<file path="src/decimal_seven_segment_led_driver_core_defines.svh">
// Assertion shorthands for the display driver core.
// Both sample on the rising edge of clk and stay quiet while rst_n is low.
`ifndef DECIMAL_SEVEN_SEGMENT_LED_DRIVER_CORE_DEFINES_SVH
`define DECIMAL_SEVEN_SEGMENT_LED_DRIVER_CORE_DEFINES_SVH

// Same-cycle implication
`define DSSEG_ASSERT_SAME(label, ante, cons, msg) \
    label: assert property (@(posedge clk) disable iff (!rst_n) (ante) |-> (cons)) \
        else $error(msg);

// Next-cycle implication
`define DSSEG_ASSERT_NEXT(label, ante, cons, msg) \
    label: assert property (@(posedge clk) disable iff (!rst_n) (ante) |=> (cons)) \
        else $error(msg);

`endif

</file>
<file path="src/dsseg_pkg.sv">
`default_nettype none

package dsseg_pkg;

    localparam int COUNT_W   = 32;
    localparam int LEVEL_W   = 5;
    localparam int VAL_W     = 20;
    localparam int DIGITS    = 6;
    localparam int SEG_W     = 8;
    localparam int SEGS_W    = DIGITS * SEG_W;
    localparam int MASK_W    = 10;
    localparam int LED_COUNT = 10;
    localparam int LVL_SAT_W = 6;
    localparam int IN_W      = 40;
    localparam int OUT_W     = 64;

    localparam logic [VAL_W-1:0] COUNT_MAX = VAL_W'(999999);

    // Reciprocal of ten scaled by 2^23, exact for dividends below 2^22
    localparam int               RECIP_SHIFT = 23;
    localparam logic [VAL_W-1:0] RECIP_TEN   = VAL_W'(20'hCCCCD);

    // Data handed from one cell to the next
    typedef struct packed {
        logic              valid;
        logic [VAL_W-1:0]  value;
        logic [SEGS_W-1:0] segs;
        logic [MASK_W-1:0] mask;
    } cell_data_t;

    // Active-high segment pattern, bit 0 is segment a
    function automatic logic [SEG_W-1:0] seg_code(input logic [3:0] digit);
        logic [SEG_W-1:0] code;
        case (digit)
            4'd0:    code = 8'h3F;
            4'd1:    code = 8'h06;
            4'd2:    code = 8'h5B;
            4'd3:    code = 8'h4F;
            4'd4:    code = 8'h66;
            4'd5:    code = 8'h6D;
            4'd6:    code = 8'h7D;
            4'd7:    code = 8'h07;
            4'd8:    code = 8'h7F;
            4'd9:    code = 8'h6F;
            default: code = 8'h00;
        endcase
        return code;
    endfunction

    // True when the byte is one of the ten digit patterns
    function automatic logic is_seg_code(input logic [SEG_W-1:0] code);
        logic ok;
        case (code)
            8'h3F, 8'h06, 8'h5B, 8'h4F, 8'h66,
            8'h6D, 8'h7D, 8'h07, 8'h7F, 8'h6F: ok = 1'b1;
            default:                            ok = 1'b0;
        endcase
        return ok;
    endfunction

endpackage

`default_nettype wire

</file>
<file path="src/dsseg_front.sv">
`default_nettype none

module dsseg_front (
    input  wire logic                         clk,
    input  wire logic                         rst_n,
    input  wire logic                         advance,
    input  wire logic                         in_valid,
    input  wire logic signed [dsseg_pkg::COUNT_W-1:0] count_value,
    input  wire logic [dsseg_pkg::LEVEL_W-1:0] level_value,
    output dsseg_pkg::cell_data_t             out_data
);
    import dsseg_pkg::*;

    logic              valid_reg;
    logic [VAL_W-1:0]  value_reg;
    logic [MASK_W-1:0] mask_reg;
    logic [VAL_W-1:0]  value_next;
    logic [MASK_W-1:0] mask_next;
    logic [LVL_SAT_W-1:0] lvl_sat;

    // Clamp the count to the six-digit range
    always_comb
    begin
        if (count_value[COUNT_W-1])
            value_next = '0;
        else if (count_value > COUNT_W'(COUNT_MAX))
            value_next = COUNT_MAX;
        else
            value_next = count_value[VAL_W-1:0];
    end

    // Saturate the level and build the thermometer mask
    always_comb
    begin
        if (LVL_SAT_W'(level_value) > LVL_SAT_W'(LED_COUNT))
            lvl_sat = LVL_SAT_W'(LED_COUNT);
        else
            lvl_sat = LVL_SAT_W'(level_value);
        for (int i = 0; i < MASK_W; i++)
            mask_next[i] = (LVL_SAT_W'(i) < lvl_sat);
    end

    // Hold the valid flag
    always_ff @(posedge clk or negedge rst_n)
    begin
        if (!rst_n)
            valid_reg <= 1'b0;
        else if (advance)
            valid_reg <= in_valid;
    end

    // Hold the payload
    always_ff @(posedge clk)
    begin
        if (advance)
        begin
            value_reg <= value_next;
            mask_reg  <= mask_next;
        end
    end

    assign out_data.valid = valid_reg;
    assign out_data.value = value_reg;
    assign out_data.segs  = '0;
    assign out_data.mask  = mask_reg;

endmodule

`default_nettype wire

</file>
<file path="config.mk">
export PLATFORM = sky130hd
export DESIGN_NAME = dsseg_front
export DESIGN_NICKNAME = d
export VERILOG_FILES = /design/src/decimal_seven_segment_led_driver_core_defines.svh /design/src/dsseg_pkg.sv /design/src/dsseg_front.sv
export SDC_FILE = /design/constraint.sdc
export NUM_CORES = 1
export LEC_CHECK = 0
export BUFFER_PORTS_ARGS = -buffer_cell sky130_fd_sc_hd__buf_2
export CORE_MARGIN = 2
export CORE_UTILIZATION = 35
export DETAILED_ROUTE_END_ITERATION = 16
export PLACE_DENSITY = 0.75
export SYNTH_ARGS = -nofsm -noshare
export SYNTH_HDL_FRONTEND = slang
export SYNTH_SLANG_ARGS = --single-unit
export TNS_END_PERCENT = 10
</file>
<file path="constraint.sdc">
create_clock -name clk -period 1.7 [get_ports clk]
set_input_delay 0.255 -clock clk [delete_from_list [all_inputs] [get_ports clk]]
set_output_delay 0.255 -clock clk [all_outputs]
set_load 0.02 [all_outputs]
</file>
==> results_tabular.tex, run 1 <==
\begin{tabular}{lr}
\hline
Metric & Value \\
\hline
\multicolumn{2}{l}{\textbf{Run}} \\
Number of max-cap violations & 0 \\
\multicolumn{2}{l}{\textbf{Drt}} \\
Number of detailed-routing iterations run before antenna repair & 4 \\
Starting DRC count in detailed routing & 54 \\
Post-route DRC violation count & 0 \\
Remaining number of nets flagged by the antenna check after routing & 0 \\
Via density & approximately 4.2 \\
Met1 WL & $\sim$1.1 mm \\
Met3 routed wirelength & 419 microns \\
Overall via count from detail\_route & 1171 \\
Total met2 wirelength after detailed routing & around 1.4 mm \\
Top routing layer in use & met4 \\
Post-DR wirelength/cell & between 10 and 15 microns \\
Wire length after detailed routing & about 3.0 mm \\
\multicolumn{2}{l}{\textbf{Global route}} \\
Global route total overflow & 0 \\
Number of global-route vias before repair & approximately 930 \\
Number of antenna violations at the first check in global routing & 0 \\
Pin count of the biggest net entering global routing & 21 \\
First-pass GRT wire length & 4.28 mm \\
Global routing usage summed across all routing layers & 10.9\% \\
\multicolumn{2}{l}{\textbf{Power}} \\
Worst IR drop on VDD & between 0.3 and 0.4 mV \\
Total Power Consumption & roughly 1800 uW \\
P per Cell Area & between 800 and 900 mW/mm\^{}2 \\
Leak Pwr & 0.000990 uW \\
\multicolumn{2}{l}{\textbf{Clocking}} \\
Num CTS Buffers & 5 \\
Clock root buffer & clkbuf\_8 \\
CTS tree & built \\
Number of setup buffers added after CTS & 0 \\
Clock Latency Late Sink & 0.27 ns \\
CTS H-tree lvls & 2 \\
Worst-case clock buffer depth & 2 \\
CTS clk-pin slew, worst paths & about 0.06 ns \\
CTS sink count & 31 \\
\multicolumn{2}{l}{\textbf{Critical path}} \\
Path type of the worst setup path & in2reg \\
Buffers \& Inverters on Critical Path & 1 \\
Critical path's top delay family & compound AO/OA/AOI/OAI gates \\
Critical-path maximum fanout & 14 \\
Required time at the endpoint of the critical path & 1.72 ns \\
Kind of capture point of the worst setup path & register \\
Critical-path cell list & buf\_2 -> nor4\_1 -> a311o\_2 -> a31oi\_1 \\
Endpoint arrival time on the critical path & between 1 and 1.5 ns \\
Cell at the slowest stage of the critical path & a311o\_2 \\
Setup crit start kind & input port \\
Delay of the slowest cell on the worst path & roughly 0.4 ns \\
\multicolumn{2}{l}{\textbf{Place}} \\
\# placed instances & about 270 \\
Estimated wirelength of the detail-placed design & 2.33 mm \\
Global placer's final weighted congestion & roughly 0.77 \\
Area after DPL & approximately 0.0019 sq mm \\
I/O Buffers & 71 \\
\multicolumn{2}{l}{\textbf{Cells and area}} \\
Leading cell type in the layout, fill and taps excluded & buf\_2 \\
Count of nets after finishing & around 260 \\
Signed area change from the synthesized netlist to the final layout & 20.0\% \\
Most frequent cells in the layout & buf\_2, conb\_1, edfxtp\_1, inv\_1, a31oi\_1 \\
Design Area, Final & 0.00199 sq mm \\
Fill cell instance count of the final layout & around 450 \\
Post-Layout Cell Count & around 280 \\
Max reg flops & 20 \\
Count of antenna diodes in the layout & 0 \\
Layout cell share with drive strength beyond 1 & between 40\% and 50\% \\
\multicolumn{2}{l}{\textbf{Floorplanning}} \\
Standard-cell rows & 25 \\
Height of the die & 72.8 microns \\
Total Die Area & $\sim$0.0053 sq mm \\
Die outline width & 72.8 microns \\
Ports placed on the boundary & 120 \\
Core footprint & $\sim$0.0046 sq mm \\
Effective utilization at floorplan & between 30\% and 40\% \\
\multicolumn{2}{l}{\textbf{Synthesis}} \\
Proportion of synthesized flip-flops having asynchronous set or reset & 3.23\% \\
Count of different cell masters after synthesis & 25 \\
Most common flop cell mapped by yosys & edfxtp\_1 \\
Number of enable flip-flop cells after synthesis & 30 \\
Per-instance average area after synthesis & roughly 11 sq um \\
Gate Count Post-Synth & roughly 150 \\
Number of flip-flops and latches in the synthesized netlist & 31 \\
Synth Warn \# & 0 \\
Mapped Area & between 0.0015 and 0.002 sq mm \\
Share of the yosys chip area belonging to registers & $\sim$56\% \\
\multicolumn{2}{l}{\textbf{Timing}} \\
Setup TNS & 0 ns \\
Final setup violation count & 0 \\
Unrepaired setup endpoints after global routing & false \\
Final Hold Fails & 0 \\
Part of the cycle the worst path needs & 71.9\% \\
Final min period & about 1.2 ns \\
Layout Skew & 0 ns \\
Count of final max-slew check failures & 0 \\
Fmax & slightly above 0.8 GHz \\
\multicolumn{2}{l}{\textbf{Min path}} \\
Min-delay worst type & in2reg \\
\multicolumn{2}{l}{\textbf{Run status}} \\
Result of the run & complete, no violations \\
\hline
\end{tabular}
[final timing paths]
check | startpoint | end | slack, ns | cells past startpoint
worst max-delay path | count_value[13] | value_reg[2] | 0.48 | 4
worst min-delay path | in_valid | valid_reg | 0.21 | 2
worst max register to register | valid_reg | valid_reg | 0.97 | 1
worst min register to register | valid_reg | valid_reg | 0.50 | 1
max in group asynchronous | rst_n | valid_reg | 1.34 | 2
min in group asynchronous | rst_n | valid_reg | 0.28 | 2
[where the power goes]
group,switching (uW),total (uW),leakage (uW),internal [uW]
Sequential,12.5,909,0.000305,896
Clock,239,510,0.0000414,271
Combinational,241,334,0.000643,93.2
Total,493,1750,0.000990,1260
[cells by family (layout without fill, tap and decap cells)]
group | count (synthesis) | in the layout | share of synthesized area, %
compound gates | 19 | 19 | 7.40
buf+inv | 67 | 98 | 26.9
flops | 31 | 31 | 55.8
mux | 1 | 1 | 0.679
other cells | 1 | 48 | 0.226
simple gates | 26 | 26 | 8.98
[synth_stat cells (all sizes together) (2+ instances only)]
| cell | count | area, sq um |
|---|---|---|
| edfxtp | 30 | 901 |
| a31oi | 7 | 43.8 |
| and3 | 9 | 62.6 |
| nand2b | 2 | 12.5 |
| buf | 52 | 389 |
| nor2 | 3 | 11.3 |
| nand2 | 5 | 18.8 |
| a21oi | 5 | 25.0 |
| o21ai | 2 | 10.0 |
| inv | 14 | 52.6 |
| nor4 | 4 | 25.0 |
| o31ai | 2 | 15.0 |
[layout make-up]
cell class / instances / area [sq um] / share of cell area [%]
Sequential cell: 31 / 926 / 46.5
Timing Repair Buffer: 77 / 403 / 20.3
Multi-Input combinational cell: 94 / 463 / 23.3
Tap cell: 54 / 67.6 / 3.40
Inverter: 14 / 52.6 / 2.64
Clock buffer: 5 / 68.8 / 3.46
Clock inverter: 2 / 8.76 / 0.440
[layer usage]
layer | vias to the layer above | track usage, %
met5 | - | 0
met4 | 0 | 5.56
met3 | 7 | 4.70
met2 | 81 | 17.2
met1 | 524 | 12.5
li1 | 559 | -
[through the flow]
step | setup slack, ns | hold WS (ns) | utilization, %
2_1_floorplan | 0.431 | -0.0406 | -
3_3_place_gp | 0.205 | 0.0294 | 41.1
3_5_place_dp | 0.172 | 0.0313 | 41.1
4_1_cts | 0.466 | 0.202 | 43.0
5_1_grt | 0.344 | 0.204 | 43.0
6_report | 0.477 | 0.210 | 43.0
[what timing repair did]
item                                   in CTS  in global routing
gates resized for setup                     0                  0
hold buffers                                1                  0
endpoints found under the hold margin       1                  0
Power figures use the tool's default switching activity.
==> run 2: changes to the inputs <==
clock period = 1.3 ns   (was 1.7 ns; I/O delays follow)
==> results_tabular.tex, run 2 (same netlist as run 1, synthesis figures left out) <==
\begin{tabular}{lr}
\hline
Metric & Value \\
\hline
\multicolumn{2}{l}{\textbf{Global route}} \\
Met3 Use GR & 4.97\% (+0.28 points) \\
Number of global-route vias before repair & 981 (+5.6\%) \\
Global routing usage summed across all routing layers & 11.4\% (+0.52 points) \\
Global route total overflow & 0 (unchanged) \\
GR Layer Usage met1 & 12.4\% (-0.098 points) \\
First-pass GRT wire length & 4.53 mm (+5.8\%) \\
GRT Max-Usage Layer & met2 \\
Number of antenna violations at the first check in global routing & 0 (unchanged) \\
GR met2 Demand/Resource & 19.5\% (+2.3 points) \\
Pin count of the biggest net entering global routing & 21 (unchanged) \\
\multicolumn{2}{l}{\textbf{Drt}} \\
Overall via count from detail\_route & 1159 (-1.0\%) \\
Remaining number of nets flagged by the antenna check after routing & 0 (unchanged) \\
Post-route DRC violation count & 0 (unchanged) \\
Wire length after detailed routing & 3.13 mm (+5.5\%) \\
Via density & 4.11 (-2.8\%) \\
Number of detailed-routing iterations run before antenna repair & 4 (unchanged) \\
Post-DR wirelength/cell & 11.1 microns (+3.6\%) \\
Starting DRC count in detailed routing & 46 (-15\%) \\
\multicolumn{2}{l}{\textbf{Floorplanning}} \\
Height of the die & 72.8 microns (unchanged) \\
Standard-cell rows & 25 (unchanged) \\
Core footprint & 0.00463 sq mm (unchanged) \\
Die outline width & 72.8 microns (unchanged) \\
Ports placed on the boundary & 120 (unchanged) \\
Total Die Area & 0.00530 sq mm (unchanged) \\
Effective utilization at floorplan & 35.8\% (unchanged) \\
\multicolumn{2}{l}{\textbf{Cells and area}} \\
Most frequent cells in the layout & buf\_2, conb\_1, edfxtp\_1, inv\_1, buf\_4 \\
Design Area, Final & 0.00205 sq mm (+2.8\%) \\
Max reg flops & 20 (unchanged) \\
Signed area change from the synthesized netlist to the final layout & 23.4\% \\
Layout cell share with drive strength beyond 1 & 42.1\% (+1.3 points) \\
Count of antenna diodes in the layout & 0 (unchanged) \\
Leading cell type in the layout, fill and taps excluded & buf\_2 \\
Count of nets after finishing & 268 (+1.5\%) \\
\multicolumn{2}{l}{\textbf{Critical path}} \\
Setup crit start kind & input port \\
Critical-path cell list & buf\_2 -> o31ai\_1 -> a311o\_2 -> and3\_2 \\
Buffers \& Inverters on Critical Path & 1 (unchanged) \\
Critical path's top delay family & compound AO/OA/AOI/OAI gates \\
Critical-path maximum fanout & 14 (unchanged) \\
Endpoint arrival time on the critical path & 1.12 ns (-0.12 ns) \\
Path type of the worst setup path & in2reg \\
Kind of capture point of the worst setup path & register \\
Required time at the endpoint of the critical path & 1.33 ns (-0.39 ns) \\
Delay of the slowest cell on the worst path & 0.51 ns (+0.11 ns) \\
Cell at the slowest stage of the critical path & a311o\_2 \\
\multicolumn{2}{l}{\textbf{Timing}} \\
Final setup violation count & 0 (unchanged) \\
Fmax & around 0.9 GHz \\
Layout Skew & 0 ns (unchanged) \\
Count of final max-slew check failures & 0 (unchanged) \\
Worst hold slack across all endpoints & 0.145 ns (-0.0645 ns) \\
Final Hold Fails & 0 (unchanged) \\
Unrepaired setup endpoints after global routing & false \\
Final min period & 1.09 ns \\
Part of the cycle the worst path needs & a little over four fifths \\
\multicolumn{2}{l}{\textbf{Min path}} \\
Min-delay worst type & in2reg \\
\multicolumn{2}{l}{\textbf{Power}} \\
P per Cell Area & 1170 mW/mm\^{}2 (+33\%) \\
Total Power Consumption & 2390 uW (+36\%) \\
Worst IR drop on VDD & 0.444 mV (+24\%) \\
Leak Pwr & 0.00102 uW (+2.8\%) \\
\multicolumn{2}{l}{\textbf{Run}} \\
Number of max-cap violations & 0 (unchanged) \\
\multicolumn{2}{l}{\textbf{Place}} \\
Area after DPL & 0.00194 sq mm (+2.2\%) \\
Estimated wirelength of the detail-placed design & 2.52 mm (+8.0\%) \\
Global placer's final weighted congestion & 0.769 (-0.19\%) \\
I/O Buffers & 71 (unchanged) \\
\multicolumn{2}{l}{\textbf{Clocking}} \\
Clock Latency Late Sink & 0.28 ns (about the same) \\
CTS tree & built \\
CTS H-tree lvls & 2 (unchanged) \\
Num CTS Buffers & 5 (unchanged) \\
Clock root buffer & clkbuf\_8 \\
CTS clk-pin slew, worst paths & 0.06 ns (about the same) \\
Worst-case clock buffer depth & 2 (unchanged) \\
CTS sink count & 31 (unchanged) \\
Number of setup buffers added after CTS & 0 (unchanged) \\
\multicolumn{2}{l}{\textbf{Run status}} \\
Result of the run & complete, no violations \\
\hline
\end{tabular}
-- run 2: changes by cell type in the layout (fill, tap and decap cells not counted), sizes merged --
cell	previous run	this run
buf	76	80
clkbuf	5	7
clkinv	2	1
-- run 2: path summary, 6_finish.rpt --
check | startpoint | end | slack [ns] | depth (start not counted)
max reg2reg | valid_reg | valid_reg | 0.57 | 1
min in group asynchronous | rst_n | valid_reg | 0.21 | 2
max | count_value[8] | value_reg[8] | 0.21 | 4
min reg2reg | valid_reg | valid_reg | 0.51 | 1
max in group asynchronous | rst_n | valid_reg | 1.00 | 2
min | in_valid | valid_reg | 0.14 | 2
-- run 2: routing by layer --
| layer | up-vias | routed length [microns] | share of wire (%) |
|---|---|---|---|
| li1 | 567 | - | - |
| met1 | 506 | 1170 | 37 |
| met2 | 80 | 1540 | 49 |
| met3 | 6 | 382 | 12 |
| met4 | 0 | 43 | 1.4 |
| met5 | - | 0 | 0 |
-- run 2: timing repair --
action	in CTS	in global routing
endpoints found under the setup margin	0	0
gates resized for setup	0	0
hold buffers	1	0
hold endpoints to repair	1	0
-- run 2: area by class of cell --
class | count | area, sq um
multi-input combinational | 94 | 463
timing repair buffer | 81 | 445
clock buffer | 7 | 86.3
fill | 445 | 2580
tap | 54 | 67.6
clock inverter | 1 | 5.00
sequential | 31 | 926
inverter | 14 | 52.6
-- run 2: stage by stage --
step | setup TNS (ns) | cells | setup slack (ns) | utilization (%)
after floorplan | 0 | 192 | 0.0906 | -
after global placement | -0.831 | 273 | -0.0731 | 42.0
after detailed placement | -0.877 | 273 | -0.0803 | 42.0
after CTS | 0 | 282 | 0.224 | 44.2
after global routing | 0 | 282 | 0.127 | 44.2
final | 0 | 282 | 0.210 | 44.2
-- run 2: power by group --
| part | switching [uW] | internal [uW] |
|---|---|---|
| logic | 318 | 128 |
| clock network | 331 | 426 |
| registers | 16.5 | 1170 |
| total | 665 | 1730 |
==> run 3: changes to the inputs <==
PLACE_DENSITY = 0.77   (was 0.75)
clock period = 1 ns   (was 1.3 ns; I/O delays follow)
==> results_tabular.tex, run 3 (same netlist as run 1, synthesis figures left out) <==
\begin{tabular}{lr}
\hline
Metric & Value \\
\hline
\multicolumn{2}{l}{\textbf{Clocking}} \\
Num CTS Buffers & 5 (unchanged) \\
CTS tree & built \\
Worst-case clock buffer depth & 2 (unchanged) \\
Clock Latency Late Sink & 0.27 ns (about the same) \\
Clock root buffer & clkbuf\_8 \\
CTS clk-pin slew, worst paths & 0.06 ns (about the same) \\
CTS H-tree lvls & 2 (unchanged) \\
CTS sink count & 31 (unchanged) \\
\multicolumn{2}{l}{\textbf{Drt}} \\
Post-DR wirelength/cell & 13.3 microns (+20\%) \\
Top routing layer in use & met4 \\
Number of detailed-routing iterations run before antenna repair & 5 (+1) \\
Post-route DRC violation count & 0 (unchanged) \\
Starting DRC count in detailed routing & 76 (+65\%) \\
Remaining number of nets flagged by the antenna check after routing & 0 (unchanged) \\
Wire length after detailed routing & 3.88 mm (+24\%) \\
Met1 WL & 1.37 mm (+18\%) \\
Total met2 wirelength after detailed routing & 1.95 mm (+27\%) \\
Overall via count from detail\_route & 1297 (+12\%) \\
Via density & 4.44 (+8.1\%) \\
Met3 routed wirelength & 472 microns (+24\%) \\
\multicolumn{2}{l}{\textbf{Timing}} \\
Layout Skew & 0 ns (unchanged) \\
Count of final max-slew check failures & 0 (unchanged) \\
Fmax & 0.947 GHz \\
Worst hold slack across all endpoints & 0.103 ns (-0.0423 ns) \\
Setup TNS & -0.378 ns (-0.378 ns) \\
Final setup violation count & 12 (+12) \\
Unrepaired setup endpoints after global routing & true \\
PnR worst setup slack & -0.0564 ns (-0.266 ns) \\
Final min period & $\sim$1.1 ns \\
Final Hold Fails & 0 (unchanged) \\
Part of the cycle the worst path needs & 106\% \\
\multicolumn{2}{l}{\textbf{Floorplanning}} \\
Standard-cell rows & 25 (unchanged) \\
Height of the die & 72.8 microns (unchanged) \\
Core footprint & 0.00463 sq mm (unchanged) \\
Total Die Area & 0.00530 sq mm (unchanged) \\
Die outline width & 72.8 microns (unchanged) \\
Ports placed on the boundary & 120 (unchanged) \\
Effective utilization at floorplan & 35.8\% (unchanged) \\
\multicolumn{2}{l}{\textbf{Critical path}} \\
Endpoint arrival time on the critical path & 1.19 ns (+0.07 ns) \\
Setup crit start kind & input port \\
Reg-to-reg startpoint & valid\_reg \\
Kind of capture point of the worst setup path & register \\
Path type of the worst setup path & in2reg \\
Worst R2R End & valid\_reg \\
Critical-path maximum fanout & 7 (-7) \\
Internal reg-to-reg setup slack & 0.26 ns (-0.31 ns) \\
Number of cells traversed by the worst register-to-register path & 1 (unchanged) \\
Required time at the endpoint of the critical path & 1.13 ns (-0.20 ns) \\
\multicolumn{2}{l}{\textbf{Run status}} \\
Result of the run & finished, violations left \\
Failing checks & negative setup slack \\
\multicolumn{2}{l}{\textbf{Place}} \\
I/O Buffers & 71 (unchanged) \\
Global placer's final weighted congestion & 0.774 (+0.75\%) \\
Estimated wirelength of the detail-placed design & 2.69 mm (+6.7\%) \\
\multicolumn{2}{l}{\textbf{Power}} \\
Worst IR drop on VDD & 0.499 mV (+12\%) \\
P per Cell Area & 1350 mW/mm\^{}2 (+15\%) \\
Leak Pwr & 0.00109 uW (+7.4\%) \\
Total Power Consumption & 3110 uW (+30\%) \\
\multicolumn{2}{l}{\textbf{Global route}} \\
Pin count of the biggest net entering global routing & 21 (unchanged) \\
Global routing usage summed across all routing layers & 12.9\% (+1.5 points) \\
Number of antenna violations at the first check in global routing & 0 (unchanged) \\
First-pass GRT wire length & 5.09 mm (+12\%) \\
Global route total overflow & 0 (unchanged) \\
Number of global-route vias before repair & 1129 (+15\%) \\
\multicolumn{2}{l}{\textbf{Cells and area}} \\
Layout cell share with drive strength beyond 1 & 49.6\% (+7.5 points) \\
Signed area change from the synthesized netlist to the final layout & 39.1\% \\
Count of nets after finishing & 279 (+4.1\%) \\
Leading cell type in the layout, fill and taps excluded & buf\_2 \\
Most frequent cells in the layout & buf\_2, conb\_1, edfxtp\_1, buf\_4, inv\_1 \\
Max reg flops & 20 (unchanged) \\
Util after Layout & 49.8\% (+5.6 points) \\
Fill cell instance count of the final layout & 410 (-7.9\%) \\
Count of antenna diodes in the layout & 0 (unchanged) \\
\multicolumn{2}{l}{\textbf{Min path}} \\
Hold path cells & 2 (unchanged) \\
End of the worst hold path & valid\_reg \\
Hold Crit Start & in\_valid \\
Min-delay worst type & in2reg \\
\multicolumn{2}{l}{\textbf{Run}} \\
Number of max-cap violations & 0 (unchanged) \\
\hline
\end{tabular}
==> run 3: area by class of cell <==
cell class                      instances  area, sq um  area share (%)
Clock buffer                            5         68.8            2.98
Sequential cell                        31          926            40.2
Timing Repair Buffer                   91          599            26.0
Multi-Input combinational cell         95          583            25.3
Clock inverter                          2         8.76           0.380
Tap cell                               54         67.6            2.93
Inverter                               14         52.6            2.28
==> run 3: worst max path at each step <==
stage | endpoint | from | cells past startpoint
2_1_floorplan | value_reg[11] | count_value[16] | 4
3_3_place_gp | value_reg[2] | count_value[30] | 5
3_5_place_dp | value_reg[3] | count_value[30] | 5
4_1_cts | value_reg[3] | count_value[30] | 5
5_1_grt | value_reg[4] | count_value[18] | 5
6_report | value_reg[4] | count_value[18] | 5
==> run 3: where the power goes <==
group	internal [uW]	total [uW]	switching, uW
logic	214	671	458
clock network	462	894	432
registers	1520	1550	22.8
total	2200	3110	913
==> run 3: worst max-delay path, stage by stage <==
cell and delay, ns:
buf_6 0.07, nand4_1 0.14, buf_4 0.17, a311o_2 0.45
a31oi_1 0.20
==> run 3: layer usage <==
metal	vias to the layer above	global-route usage, %
met5	-	0
met4	0	7.00
met3	10	3.04
met2	115	24.5
met1	580	12.7
li1	592	-
==> run 3: repair_timing <==
| item | in CTS | in global routing |
|---|---|---|
| endpoints found under the hold margin | 1 | 0 |
| setup endpoints to repair | 20 | 22 |
| buffers inserted | 2 | 1 |
| hold buffers | 1 | 0 |
| cloned | 1 | 2 |
| pin swaps | 5 | 13 |
| resized for setup | 8 | 20 |
==> run 3: per-stage QoR <==
step	cell area [sq um]	std cells	worst slack [ns]
2_1_floorplan	1830	192	-0.127
3_3_place_gp	1980	278	-0.391
3_5_place_dp	1980	278	-0.377
4_1_cts	2140	289	-0.00988
5_1_grt	2310	292	-0.0854
6_report	2310	292	-0.0564
